===== src/rtl/header_text_tokenizer_macros.svh =====
// assertion macros used by the tokenizer lexer
`ifndef HEADER_TEXT_TOKENIZER_MACROS_SVH
`define HEADER_TEXT_TOKENIZER_MACROS_SVH
`ifndef ASSERT_OFF
`define HTT_ASSERT(lbl, prop, msg) \
	lbl: assert property (@(posedge clk) disable iff (!arst_n) prop) else $error(msg);
`define HTT_ASSERT_NEXT(lbl, trig, cond, msg) \
	lbl: assert property (@(posedge clk) disable iff (!arst_n) (trig) |=> (cond)) else $error(msg);
`else
`define HTT_ASSERT(lbl, prop, msg)
`define HTT_ASSERT_NEXT(lbl, trig, cond, msg)
`endif
`endif


===== src/rtl/htt_pkg.sv =====
package htt_pkg;

	// result queue depth
	localparam int RES_DEPTH = 4;

	// token kinds
	localparam logic [4:0] K_SPACE    = 5'd0;
	localparam logic [4:0] K_TAB      = 5'd1;
	localparam logic [4:0] K_CR       = 5'd2;
	localparam logic [4:0] K_CRLF     = 5'd3;
	localparam logic [4:0] K_LF       = 5'd4;
	localparam logic [4:0] K_COLON    = 5'd5;
	localparam logic [4:0] K_COMMA    = 5'd6;
	localparam logic [4:0] K_SLASH    = 5'd7;
	localparam logic [4:0] K_BSLASH   = 5'd8;
	localparam logic [4:0] K_LT       = 5'd9;
	localparam logic [4:0] K_GT       = 5'd10;
	localparam logic [4:0] K_TEXTCHAR = 5'd11;
	localparam logic [4:0] K_TEXTEND  = 5'd12;
	localparam logic [4:0] K_QCHAR    = 5'd13;
	localparam logic [4:0] K_QEND     = 5'd14;
	localparam logic [4:0] K_EOF      = 5'd15;
	localparam logic [4:0] K_ERROR    = 5'd16;

	// character codes
	localparam logic [7:0] CH_TAB    = 8'h09;
	localparam logic [7:0] CH_LF     = 8'h0A;
	localparam logic [7:0] CH_CR     = 8'h0D;
	localparam logic [7:0] CH_SPACE  = 8'h20;
	localparam logic [7:0] CH_QUOTE  = 8'h22;
	localparam logic [7:0] CH_COMMA  = 8'h2C;
	localparam logic [7:0] CH_DASH   = 8'h2D;
	localparam logic [7:0] CH_DOT    = 8'h2E;
	localparam logic [7:0] CH_SLASH  = 8'h2F;
	localparam logic [7:0] CH_COLON  = 8'h3A;
	localparam logic [7:0] CH_LT     = 8'h3C;
	localparam logic [7:0] CH_GT     = 8'h3E;
	localparam logic [7:0] CH_BSLASH = 8'h5C;
	localparam logic [7:0] CH_USCORE = 8'h5F;

	// request type codes
	localparam logic REQ_DATA = 1'b0;
	localparam logic REQ_EOS  = 1'b1;

	typedef enum logic [2:0] {
		M_IDLE,
		M_SPACE,
		M_CR,
		M_TEXT,
		M_QUOTE,
		M_DONE,
		M_ERROR
	} mode_t;

	typedef struct packed {
		logic       req_type;
		logic [7:0] data_byte;
	} req_t;

	typedef struct packed {
		logic [4:0] token_kind;
		logic [7:0] token_byte;
		logic       last_result;
	} res_t;

	// results of one request, handed from lexer to queue
	typedef struct packed {
		logic [1:0] n_res;
		res_t       res0;
		res_t       res1;
	} lex_out_t;

endpackage


===== src/rtl/htt_lexer.sv =====
`include "header_text_tokenizer_macros.svh"

module htt_lexer (
	input  logic              clk,
	input  logic              arst_n,
	input  htt_pkg::req_t     item,
	input  logic              advance,
	output htt_pkg::lex_out_t lex
);

	typedef struct packed {
		logic            has;
		htt_pkg::res_t   res;
		htt_pkg::mode_t  mode;
	} sb_t;

	htt_pkg::mode_t mode_q, mode_d;
	logic           esc_q, esc_d;
	sb_t            sb;
	logic [7:0]     c;
	logic           eos;

	function automatic logic is_text(logic [7:0] ch);
		return (ch >= "a" && ch <= "z") || (ch >= "A" && ch <= "Z") ||
			(ch >= "0" && ch <= "9") || ch == htt_pkg::CH_DOT ||
			ch == htt_pkg::CH_DASH || ch == htt_pkg::CH_USCORE;
	endfunction

	function automatic htt_pkg::res_t mk(logic [4:0] kind, logic [7:0] ch);
		htt_pkg::res_t r;
		r.token_kind  = kind;
		r.token_byte  = ch;
		r.last_result = 1'b0;
		return r;
	endfunction

	// lex one byte from the idle mode
	function automatic sb_t start_byte(logic [7:0] ch);
		sb_t s;
		s.has  = 1'b1;
		s.res  = mk(htt_pkg::K_ERROR, 8'd0);
		s.mode = htt_pkg::M_IDLE;
		unique case (ch)
			htt_pkg::CH_SPACE: begin
				s.res  = mk(htt_pkg::K_SPACE, 8'd0);
				s.mode = htt_pkg::M_SPACE;
			end
			htt_pkg::CH_TAB:    s.res = mk(htt_pkg::K_TAB, 8'd0);
			htt_pkg::CH_CR: begin
				s.has  = 1'b0;
				s.mode = htt_pkg::M_CR;
			end
			htt_pkg::CH_LF:     s.res = mk(htt_pkg::K_LF, 8'd0);
			htt_pkg::CH_COLON:  s.res = mk(htt_pkg::K_COLON, 8'd0);
			htt_pkg::CH_COMMA:  s.res = mk(htt_pkg::K_COMMA, 8'd0);
			htt_pkg::CH_SLASH:  s.res = mk(htt_pkg::K_SLASH, 8'd0);
			htt_pkg::CH_BSLASH: s.res = mk(htt_pkg::K_BSLASH, 8'd0);
			htt_pkg::CH_LT:     s.res = mk(htt_pkg::K_LT, 8'd0);
			htt_pkg::CH_GT:     s.res = mk(htt_pkg::K_GT, 8'd0);
			htt_pkg::CH_QUOTE: begin
				s.has  = 1'b0;
				s.mode = htt_pkg::M_QUOTE;
			end
			default: begin
				if (is_text(ch)) begin
					s.res  = mk(htt_pkg::K_TEXTCHAR, ch);
					s.mode = htt_pkg::M_TEXT;
				end else begin
					s.mode = htt_pkg::M_ERROR;
				end
			end
		endcase
		return s;
	endfunction

	assign c   = item.data_byte;
	assign eos = (item.req_type == htt_pkg::REQ_EOS);

	always_comb begin
		sb        = start_byte(c);
		mode_d    = mode_q;
		esc_d     = esc_q;
		lex.n_res = 2'd0;
		lex.res0  = mk(htt_pkg::K_ERROR, 8'd0);
		lex.res1  = mk(htt_pkg::K_EOF, 8'd0);
		priority if (mode_q == htt_pkg::M_ERROR) begin
			lex.n_res = 2'd1;
		end else if (mode_q == htt_pkg::M_DONE) begin
			lex.n_res = 2'd1;
			lex.res0  = mk(htt_pkg::K_EOF, 8'd0);
		end else if (eos) begin
			esc_d = 1'b0;
			if (mode_q == htt_pkg::M_QUOTE) begin
				// unclosed quote
				lex.n_res = 2'd1;
				mode_d    = htt_pkg::M_ERROR;
			end else begin
				mode_d = htt_pkg::M_DONE;
				if (mode_q == htt_pkg::M_TEXT) begin
					lex.n_res = 2'd2;
					lex.res0  = mk(htt_pkg::K_TEXTEND, 8'd0);
				end else if (mode_q == htt_pkg::M_CR) begin
					lex.n_res = 2'd2;
					lex.res0  = mk(htt_pkg::K_CR, 8'd0);
				end else begin
					lex.n_res = 2'd1;
					lex.res0  = mk(htt_pkg::K_EOF, 8'd0);
				end
			end
		end else begin
			unique case (mode_q)
				htt_pkg::M_QUOTE: begin
					lex.n_res = 2'd1;
					lex.res0  = mk(htt_pkg::K_QCHAR, c);
					if (esc_q) begin
						esc_d = 1'b0;
					end else if (c == htt_pkg::CH_BSLASH) begin
						esc_d = 1'b1;
					end else if (c == htt_pkg::CH_QUOTE) begin
						lex.res0 = mk(htt_pkg::K_QEND, 8'd0);
						mode_d   = htt_pkg::M_IDLE;
					end
				end
				htt_pkg::M_SPACE: begin
					if (c != htt_pkg::CH_SPACE) begin
						lex.n_res = {1'b0, sb.has};
						lex.res0  = sb.res;
						mode_d    = sb.mode;
					end
				end
				htt_pkg::M_CR: begin
					if (c == htt_pkg::CH_LF) begin
						lex.n_res = 2'd1;
						lex.res0  = mk(htt_pkg::K_CRLF, 8'd0);
						mode_d    = htt_pkg::M_IDLE;
					end else begin
						lex.n_res = sb.has ? 2'd2 : 2'd1;
						lex.res0  = mk(htt_pkg::K_CR, 8'd0);
						lex.res1  = sb.res;
						mode_d    = sb.mode;
					end
				end
				htt_pkg::M_TEXT: begin
					if (is_text(c)) begin
						lex.n_res = 2'd1;
						lex.res0  = mk(htt_pkg::K_TEXTCHAR, c);
					end else begin
						lex.n_res = sb.has ? 2'd2 : 2'd1;
						lex.res0  = mk(htt_pkg::K_TEXTEND, 8'd0);
						lex.res1  = sb.res;
						mode_d    = sb.mode;
					end
				end
				default: begin
					lex.n_res = {1'b0, sb.has};
					lex.res0  = sb.res;
					mode_d    = sb.mode;
				end
			endcase
			if (mode_q != htt_pkg::M_QUOTE && mode_d == htt_pkg::M_QUOTE) begin
				esc_d = 1'b0;
			end
		end
		// flag the final result of the request
		if (lex.n_res == 2'd1) begin
			lex.res0.last_result = 1'b1;
		end
		if (lex.n_res == 2'd2) begin
			lex.res1.last_result = 1'b1;
		end
	end

	always_ff @(posedge clk or negedge arst_n) begin
		if (!arst_n) begin
			mode_q <= htt_pkg::M_IDLE;
			esc_q  <= 1'b0;
		end else if (advance) begin
			mode_q <= mode_d;
			esc_q  <= esc_d;
		end
	end

	`HTT_ASSERT_NEXT(a_done_sticky, mode_q == htt_pkg::M_DONE, mode_q == htt_pkg::M_DONE, "left eof state")
	`HTT_ASSERT_NEXT(a_error_sticky, mode_q == htt_pkg::M_ERROR, mode_q == htt_pkg::M_ERROR, "left error state")
	`HTT_ASSERT(a_esc_in_quote, esc_q |-> (mode_q == htt_pkg::M_QUOTE), "escape pending outside quotes")

endmodule


===== src/rtl/htt_res_fifo.sv =====
module htt_res_fifo #(
	parameter int DEPTH = htt_pkg::RES_DEPTH
) (
	input  logic              clk,
	input  logic              arst_n,
	input  logic              push,
	input  htt_pkg::lex_out_t wr,
	output logic              fits,
	output logic              res_valid,
	input  logic              res_stall,
	output htt_pkg::res_t     res
);

	localparam int AW = $clog2(DEPTH);
	localparam int CW = $clog2(DEPTH + 1);

	htt_pkg::res_t mem_q [DEPTH];
	logic [AW-1:0] wr_ptr_q, rd_ptr_q, wr_ptr_p1;
	logic [CW-1:0] count_q;
	logic          pop;
	logic [1:0]    push_n;

	function automatic logic [AW-1:0] inc(logic [AW-1:0] p);
		return (p == AW'(DEPTH - 1)) ? '0 : p + 1'b1;
	endfunction

	assign wr_ptr_p1 = inc(wr_ptr_q);
	assign push_n    = push ? wr.n_res : 2'd0;
	assign fits      = (int'(count_q) + int'(wr.n_res)) <= DEPTH;
	assign res_valid = (count_q != '0);
	assign pop       = res_valid && !res_stall;
	assign res       = mem_q[rd_ptr_q];

	always_ff @(posedge clk) begin
		if (push_n != 2'd0) begin
			mem_q[wr_ptr_q] <= wr.res0;
		end
		if (push_n == 2'd2) begin
			mem_q[wr_ptr_p1] <= wr.res1;
		end
	end

	always_ff @(posedge clk or negedge arst_n) begin
		if (!arst_n) begin
			wr_ptr_q <= '0;
			rd_ptr_q <= '0;
			count_q  <= '0;
		end else begin
			if (push_n == 2'd1) begin
				wr_ptr_q <= wr_ptr_p1;
			end else if (push_n == 2'd2) begin
				wr_ptr_q <= inc(wr_ptr_p1);
			end
			if (pop) begin
				rd_ptr_q <= inc(rd_ptr_q);
			end
			count_q <= count_q + CW'(push_n) - CW'(pop);
		end
	end

endmodule


===== src/rtl/header_text_tokenizer.sv =====
// channel   | valid      | stall      | payload
// request   | req_valid  | req_stall  | req (req_type, data_byte)
// result    | res_valid  | res_stall  | res (token_kind, token_byte, last_result)
//
// one request a cycle while the queue has room; each gives zero, one or two results
// path: request register, then the result queue, whose head drives res; a second
// result of one request leaves the queue after the first
// unless res_stall, the queue drains one result a cycle; two-result runs stall req
// req_stall rises only when the queue lacks room for the registered request's results
// reset clears the request valid, lexer mode, escape flag and queue pointers

module header_text_tokenizer #(
	parameter int RES_DEPTH = htt_pkg::RES_DEPTH
) (
	input  logic          clk,
	input  logic          arst_n,
	input  logic          req_valid,
	output logic          req_stall,
	input  htt_pkg::req_t req,
	output logic          res_valid,
	input  logic          res_stall,
	output htt_pkg::res_t res
);

	// request register
	logic              valid_s1;
	htt_pkg::req_t     req_s1;

	// lexer results for the registered request
	htt_pkg::lex_out_t lex;
	logic              fits;
	logic              advance;

	// the registered request moves on once the queue has room for its results
	assign advance   = valid_s1 && fits;
	assign req_stall = valid_s1 && !fits;

	always_ff @(posedge clk or negedge arst_n) begin
		if (!arst_n) begin
			valid_s1 <= 1'b0;
		end else if (!req_stall) begin
			valid_s1 <= req_valid;
		end
	end

	// payload needs no reset
	always_ff @(posedge clk) begin
		if (!req_stall && req_valid) begin
			req_s1 <= req;
		end
	end

	htt_lexer u_lexer (
		.clk     (clk),
		.arst_n  (arst_n),
		.item    (req_s1),
		.advance (advance),
		.lex     (lex)
	);

	htt_res_fifo #(
		.DEPTH (RES_DEPTH)
	) u_res_fifo (
		.clk       (clk),
		.arst_n    (arst_n),
		.push      (advance),
		.wr        (lex),
		.fits      (fits),
		.res_valid (res_valid),
		.res_stall (res_stall),
		.res       (res)
	);

endmodule


===== config.mk =====
export PLATFORM = sky130hd
export DESIGN_NAME = header_text_tokenizer
export DESIGN_NICKNAME = d
export VERILOG_FILES = /design/src/rtl/htt_pkg.sv /design/src/rtl/htt_lexer.sv /design/src/rtl/htt_res_fifo.sv /design/src/rtl/header_text_tokenizer.sv
export VERILOG_INCLUDE_DIRS = /design/src /design/src/rtl
export SDC_FILE = /design/constraint.sdc
export NUM_CORES = 1
export LEC_CHECK = 0
export BUFFER_PORTS_ARGS = -buffer_cell sky130_fd_sc_hd__buf_2
export CAP_MARGIN = 30
export CORE_ASPECT_RATIO = 0.6
export CORE_MARGIN = 2
export CORE_UTILIZATION = 47
export DETAILED_ROUTE_END_ITERATION = 6
export PLACE_DENSITY = 0.74
export SLEW_MARGIN = 5
export SYNTH_ARGS = -nofsm -noshare
export SYNTH_HDL_FRONTEND = slang
export SYNTH_SLANG_ARGS = --single-unit

===== constraint.sdc =====
create_clock -name clk -period 9.55 [get_ports clk]
set_input_delay 2.3875 -clock clk [delete_from_list [all_inputs] [get_ports clk]]
set_output_delay 2.3875 -clock clk [all_outputs]
set_load 0.1 [all_outputs]

# Word level (Yosys, flattened, before mapping)
# Memories as Yosys holds them, arrays and structs flattened.
# Index checks and enable logic that the tools add are counted.
op_classes:
  reduce_logical: 24
  bitwise_logic: 2
  n_mux: 55
  n_addsub: 6
  magnitude_cmp: 7
  eq_ne: 30
ops:
  columns: ["op", "count"]
  rows:
  - ["14-bit case mux with 10 select lines", 1]
  - ["14-bit 2-to-1 mux", 8]
  - ["16-bit 2-to-1 mux", 6]
  - ["8-bit by 6-bit equality test with 1-bit output, second input constant", 9]
  - ["16-bit case mux with 4 select lines", 1]
  - ["3-bit 2-to-1 mux", 11]
  - ["32-bit by 4-bit less-or-equal comparator with 1-bit output, second input constant", 1]
  - ["28-bit 2-to-1 mux", 1]
  - ["14-bit case mux with 2 select lines", 1]
  - ["8-bit by 4-bit equality test with 1-bit output, second input constant", 3]
  - ["3-bit case mux with 4 select lines", 2]
  - ["2-bit 2-to-1 mux", 10]
  - ["8-bit by 7-bit equality test with 1-bit output, second input constant", 2]
  - ["8-bit by 7-bit >= comparator with 1-bit output, second input constant", 2]
  - ["8-bit by 7-bit less-or-equal comparator with 1-bit output, second input constant", 2]
  - ["15-bit 2-to-1 mux", 1]
  - ["3-bit equality test, second input constant", 4]
  - ["1-bit 2-to-1 mux", 12]
  - ["11-bit 2-to-1 mux", 1]
  - ["2-bit equality test, second input constant", 5]
  - ["8-bit by 6-bit >= comparator with 1-bit output, second input constant", 1]
  - ["8-bit by 6-bit less-or-equal comparator with 1-bit output, second input constant", 1]
  - ["1-bit logical AND", 8]
  - ["8-bit by 6-bit != test with 1-bit output, second input constant", 1]
  - ["other kinds (17)", 30]
totals:
  out_inout_bits: 16
  in_bits: 13
  n_memories: 1
  ramBits: 56
  regBits: 21
  wordCells: 133
mem_list:
  columns: ["name", "words", "word_bits", "read_ports", "rd_ports_with_merged_regs", "write_ports", "line", "rtl"]
  rows:
  - ["u_res_fifo.mem_q", 4, 14, 1, 0, 2, "htt_res_fifo.sv:17", "htt_pkg::res_t mem_q [DEPTH];"]

# Longest topological paths before layout
logic_depth:
  ltp_word: 21
  mapped_depth: 21
  ltp_nobuf: 19

# By module
# A second synthesis with hierarchy kept.
unflattened:
  cells_unflattened: 403
  hier_area_um2: 4834.6
modules_own_cells:
  columns: ["mod", "area_per_inst_um2", "cells_each", "seq_area_each_um2", "instances"]
  rows:
  - ["htt_res_fifo", 3288.2, 198, 1856.8, 1]
  - ["htt_lexer", 1212.4, 190, 100.1, 1]
  - ["header_text_tokenizer", 334.1, 15, 295.3, 1]

# Least setup slack after synthesis
# No wires, ideal clock.
synth_timing:
  path_type: "register to output"
  startpoint: "register req_s1[2] in the netlist's numbering"
  endpoint: "output req_stall"
  required_ps: 7162
  arrival_ps: 3574
  setup_slack_ps: 3589
  path_buffers: 2
  stages_incl_launch_ff: 16
  cell_sequence: "edfxtp_1 buf_2 or4_1 o22ai_1 or3b_2 buf_4 nand2_2 a31oi_1 nand2_1 ha_1 inv_1 fa_1 nand2b_1 a22oi_1 nand2b_1 inv_1"
synth_via:
  elab_chain_cells: 16
  elab_cells_between_ends: 35
  cone_classes: "add/sub (1); order compare (7); eq/ne (7); mux (9); reduce/logical (11)"
synth_rtl:
  columns: ["element", "line", "rtl"]
  rows:
  - ["start, declared", "header_text_tokenizer.sv:27", "htt_pkg::req_t req_s1;"]
  - ["start signal, assigned", "header_text_tokenizer.sv:49", "req_s1 <= req;"]
  - ["8-bit by 7-bit >= comparator with 1-bit output / 8-bit by 7-bit less-or-equal comparator with 1-bit output (equally long branches)", "htt_lexer.sv:24", "return (ch >= \"a\" && ch <= \"z\") || (ch >= \"A\" && ch <= \"Z\") ||"]
  - ["1-bit logical AND", "htt_lexer.sv:24", null]
  - ["1-bit logical OR (2 in series)", "htt_lexer.sv:24", null]
  - ["1-bit logical OR (2 in series)", "htt_lexer.sv:25", "(ch >= \"0\" && ch <= \"9\") || ch == htt_pkg::CH_DOT ||"]
  - ["1-bit logical OR", "htt_lexer.sv:26", "ch == htt_pkg::CH_DASH || ch == htt_pkg::CH_USCORE;"]
  - ["16-bit 2-to-1 mux", "htt_lexer.sv:144", "if (is_text(c)) begin"]
  - ["16-bit case mux with 4 select lines *", "htt_lexer.sv:111", "unique case (mode_q)"]
  - ["16-bit 2-to-1 mux *", "htt_lexer.sv:91", "end else if (eos) begin"]
  - ["16-bit 2-to-1 mux *", "htt_lexer.sv:88", "end else if (mode_q == htt_pkg::M_DONE) begin"]
  - ["2-bit 2-to-1 mux *", "htt_lexer.sv:86", "priority if (mode_q == htt_pkg::M_ERROR) begin"]
  - ["3-bit by 2-bit adder with 4-bit output *", "htt_res_fifo.sv:29", "assign fits = (int'(count_q) + int'(wr.n_res)) <= DEPTH;"]
  - ["32-bit by 4-bit less-or-equal comparator with 1-bit output *", "htt_res_fifo.sv:29", null]
  - ["1-bit zero test *", "header_text_tokenizer.sv:36", "assign req_stall = valid_s1 && !fits;"]
  - ["1-bit logical AND *", "header_text_tokenizer.sv:36", null]
  - ["end, declared", "header_text_tokenizer.sv:18", "output logic req_stall,"]
# Every way passes the cells marked *; elsewhere a longest branch is shown, timed or not.

# Final worst setup path
layout_timing:
  startpoint: "register req_s1[4] in the netlist's numbering"
  endpoint: "output req_stall"
# The elaborated chain is that of the path after synthesis.

==> results.txt <==
The run finished, with violations left. The checks that failed: DRC. Data arrives at the worst endpoint at 4.40 ns. After clock tree synthesis, the repair step resized 0 gates. The share of layout cells above drive strength 1 is 19.0%. The final RePlAce weighted congestion is 0.926. After synthesis the cells add up to 4990 um2. The count of cell types in the netlist came out at 71. The synthesized netlist net count came out at 492. The overall global routing resource usage came out at 23.8%. Setup repair after global routing left no endpoint under its margin. The count of flip-flops with a built-in enable after synthesis is 65. Counting flops with an async set or reset pin after synthesis yields a share of 15.6%. The number of clock sinks is 77. The count of max-cap constraint violations is 0. The count of routing violations after the opening detailed-route iteration is 459. The peak per-stage delay on the critical path came out at 0.68 ns. The critical path start-end classification is reg2out. The first global-routing pass estimated 20500 um of wire. The worst hold slack across all endpoints came out at 0.542 ns.

After routing, the total negative slack on setup checks comes to 0 ns. The share of synthesized area occupied by flip-flops and latches is 45.1%. For the pin with the worst max-slew slack, the measured transition is 0.968 ns. The floorplan has 29 rows.

The overflow left after global routing came out at 0. The half-perimeter wire length after placement came out at 9050 um. The count of nets left with antenna violations after detail routing came out at 0. STA classifies the critical path endpoint as a primary output. The worst path uses 71.1% of the clock period. TritonCTS built the clock tree. In the post-synthesis netlist, the biggest area contributors are sky130_fd_sc_hd__edfxtp_1 (39%), sky130_fd_sc_hd__mux4_2 (6.3%), sky130_fd_sc_hd__dfrtp_1 (6.0%).

The post-CTS setup buffer count is 0. STA puts the critical path data required time at 7.16 ns. The leading area contributor after synthesis is sky130_fd_sc_hd__edfxtp_1. The final net count came out at 495. The number of hold-slack violations in the final timing report is 0. The initial utilization of the core area, before any placement, comes to 47.7%. The number of antenna violations at the first check in global routing is 0. The predominant post-synthesis flop cell is sky130_fd_sc_hd__edfxtp_1.

The fill cell instance count of the final layout is 907. The core region is 10500 um2. The type of the worst min-delay path is reg2reg. The worst hold path startpoint is valid_s1.

The number of antenna repair diodes is 0. The first detailed-routing pass ran for 7 iterations. The register bit count reported by yosys is 77.

The cell sitting at the root of the clock tree is a sky130_fd_sc_hd__clkbuf_16. STA classifies the critical path startpoint as a flop. The clock edge transition at the registers on the reported setup and hold paths came out at 0.06 ns. The detailed router placed 3925 vias in this run. Synthesis produced a netlist whose cell count is 462. Setup violations remaining at the end of the flow were counted as 0. The via count of the first global-routing pass came out at 3593. The die outline area came out at 11500 um2. After detailed routing, the number of vias per cell comes to 6.46. Summed over all layers, the routed wires come to 12900 um. The worst slew margin relative to its limit came out at 35.4%. The clock passes through at most 2 buffers.

The startpoint of the most critical register-to-register path is req_s1[4]. The max-slew violation count came out at 0. Walking the worst path, the cells encountered are and4b_1 > and4_1 > a211oi_4 > nand2_2 > a31oi_1 > nand2_1 > ha_1 > inv_1 > fa_1 > nand2b_1 > a22oi_1 > nand2b_1 > inv_1 > buf_2. The number of top-level pins came out at 29. The total number of H-tree levels came out at 3. The die outline height came out at 83.8 um.

Yosys printed 0 warnings. Entering global routing, the biggest net connects 33 pins. The clock period could shrink to 6.79 ns. The cell with the biggest individual delay on the critical path is sky130_fd_sc_hd__edfxtp_1. The launching element of the worst setup path is req_s1[4]. The achievable frequency is 0.147 GHz. The maximum net fanout on the critical path is 20.

The layout overhead on the synthesized area is 10.5%. The count of input and output buffers came out at 28. The synthesized area divided by synthesized cell count came out at 10.8 um2.

For this run, design rule violations remaining after detail routing come to 1. The clock network latency to the later pin of the worst-skew pair is 0.35 ns. The area fraction of the dominant cell type after synthesis is 39.1%. The number of hold-repair buffers added at the cts stage is 0.

The TritonCTS buffer count is 9. The worst-case clock skew is 0.0102 ns. After detailed routing, the average wire length per cell comes to 21.2 um.

The die width is 137 um.
[layout make-up]
type	count	area [um2]	area share, %
clock buffers	9	225	4.08
clock inverters	6	86.3	1.57
inverters	20	75.1	1.36
multi-input cells	326	2510	45.5
flip-flops and latches	77	2250	40.8
well taps	139	174	3.15
repair buffers	31	190	3.45
[cells in the mapped netlist, drive strengths merged (4+ instances only)]
cell and number:
buf 12, nor3b 7, and2 6, edfxtp 65
xnor2 6, inv 19, clkbuf 27, nor3 11
o41ai 4, mux4 14, a31oi 4, a22oi 5
a21oi 18, o21bai 4, ha 15, nor2 40
nand2 46, o2bb2ai 29, dfrtp 12, nand3 12
o22ai 5, nand2b 7, o31ai 4, or3 4
mux2i 12, nor4b 4, o21ai 18, nor2b 4
[state kept, by name (all words and copies together) (netlist names)]
register,count
req_s1,9
u_lexer.esc_q,1
u_lexer.mode_q,3
u_res_fifo.count_q,3
u_res_fifo.mem_q,56
u_res_fifo.rd_ptr_q,2
u_res_fifo.wr_ptr_q,2
valid_s1,1
[metal layers]
metal | share of wire, % | GRT usage, % | wire length, um
met1 | 48 | 38.0 | 6130
met2 | 40 | 32.1 | 5190
met3 | 10 | 5.95 | 1310
met4 | 1.9 | 5.34 | 240
met5 | 0 | 0 | 0
[kinds of logic (layout without fill, tap and decap cells)]
family | after synthesis | after routing | synth area share (%)
and+or+nand+nor | 160 | 160 | 17.6
buffers and inverters | 59 | 66 | 4.84
adders and majority gates | 17 | 17 | 4.56
DFF | 77 | 77 | 45.1
AOI/OAI and AO/OA | 113 | 113 | 17.3
xor gates and xnor gates | 8 | 8 | 1.40
muxes | 28 | 28 | 9.18
[final timing paths]
kind                            slack (ns)  depth (start not counted)                       to
max in group asynchronous             7.40                          1   u_res_fifo.rd_ptr_q[1]
worst min-delay path                  0.54                          2                 valid_s1
worst max-delay path                  2.76                         14                req_stall
min in group asynchronous             1.92                          1        u_lexer.mode_q[2]
worst max register to register        3.77                         16  u_res_fifo.mem_q[3][13]
worst min register to register        0.54                          2                 valid_s1
[worst max-delay path, delay by kind of cell (launching register included)]
family          cells  cell delay, ns
compound gates      3            0.99
fa+ha+maj           2            0.62
buf+inv             3            0.54
flops               1            0.68
simple gates        6            1.22
[through the flow]
step	std cells	setup WS [ns]	util, %	area (um2)
finish	608	2.76	52.8	5510
floorplan	462	3.59	-	4990
detailed placement	592	3.18	49.6	5190
CTS	607	2.80	52.6	5500
global placement	591	3.30	49.4	5160
global route	608	2.38	52.8	5510
[cell usage in the layout (no fill, tap or decap), types with 5 or more instances in the layout]
cell and count:
sky130_fd_sc_hd__dfrtp_1 12, sky130_fd_sc_hd__inv_1 19, sky130_fd_sc_hd__nand2_1 44, sky130_fd_sc_hd__nor2_4 5
sky130_fd_sc_hd__nor3b_1 7, sky130_fd_sc_hd__clkbuf_16 9, sky130_fd_sc_hd__buf_2 28, sky130_fd_sc_hd__a21oi_1 18
sky130_fd_sc_hd__nor2_1 35, sky130_fd_sc_hd__edfxtp_1 65, sky130_fd_sc_hd__a22oi_1 5, sky130_fd_sc_hd__o22ai_1 5
sky130_fd_sc_hd__and2_1 6, sky130_fd_sc_hd__o21ai_0 13, sky130_fd_sc_hd__nand2b_1 7, sky130_fd_sc_hd__mux2i_1 12
sky130_fd_sc_hd__mux4_2 14, sky130_fd_sc_hd__ha_1 15, sky130_fd_sc_hd__nand3_1 12, sky130_fd_sc_hd__o2bb2ai_1 29
sky130_fd_sc_hd__xnor2_1 6, sky130_fd_sc_hd__o21ai_2 5, sky130_fd_sc_hd__nor3_1 9
Power is not shown: default switching activity piles up to over one toggle a cycle in this logic, so the estimate is an artifact.
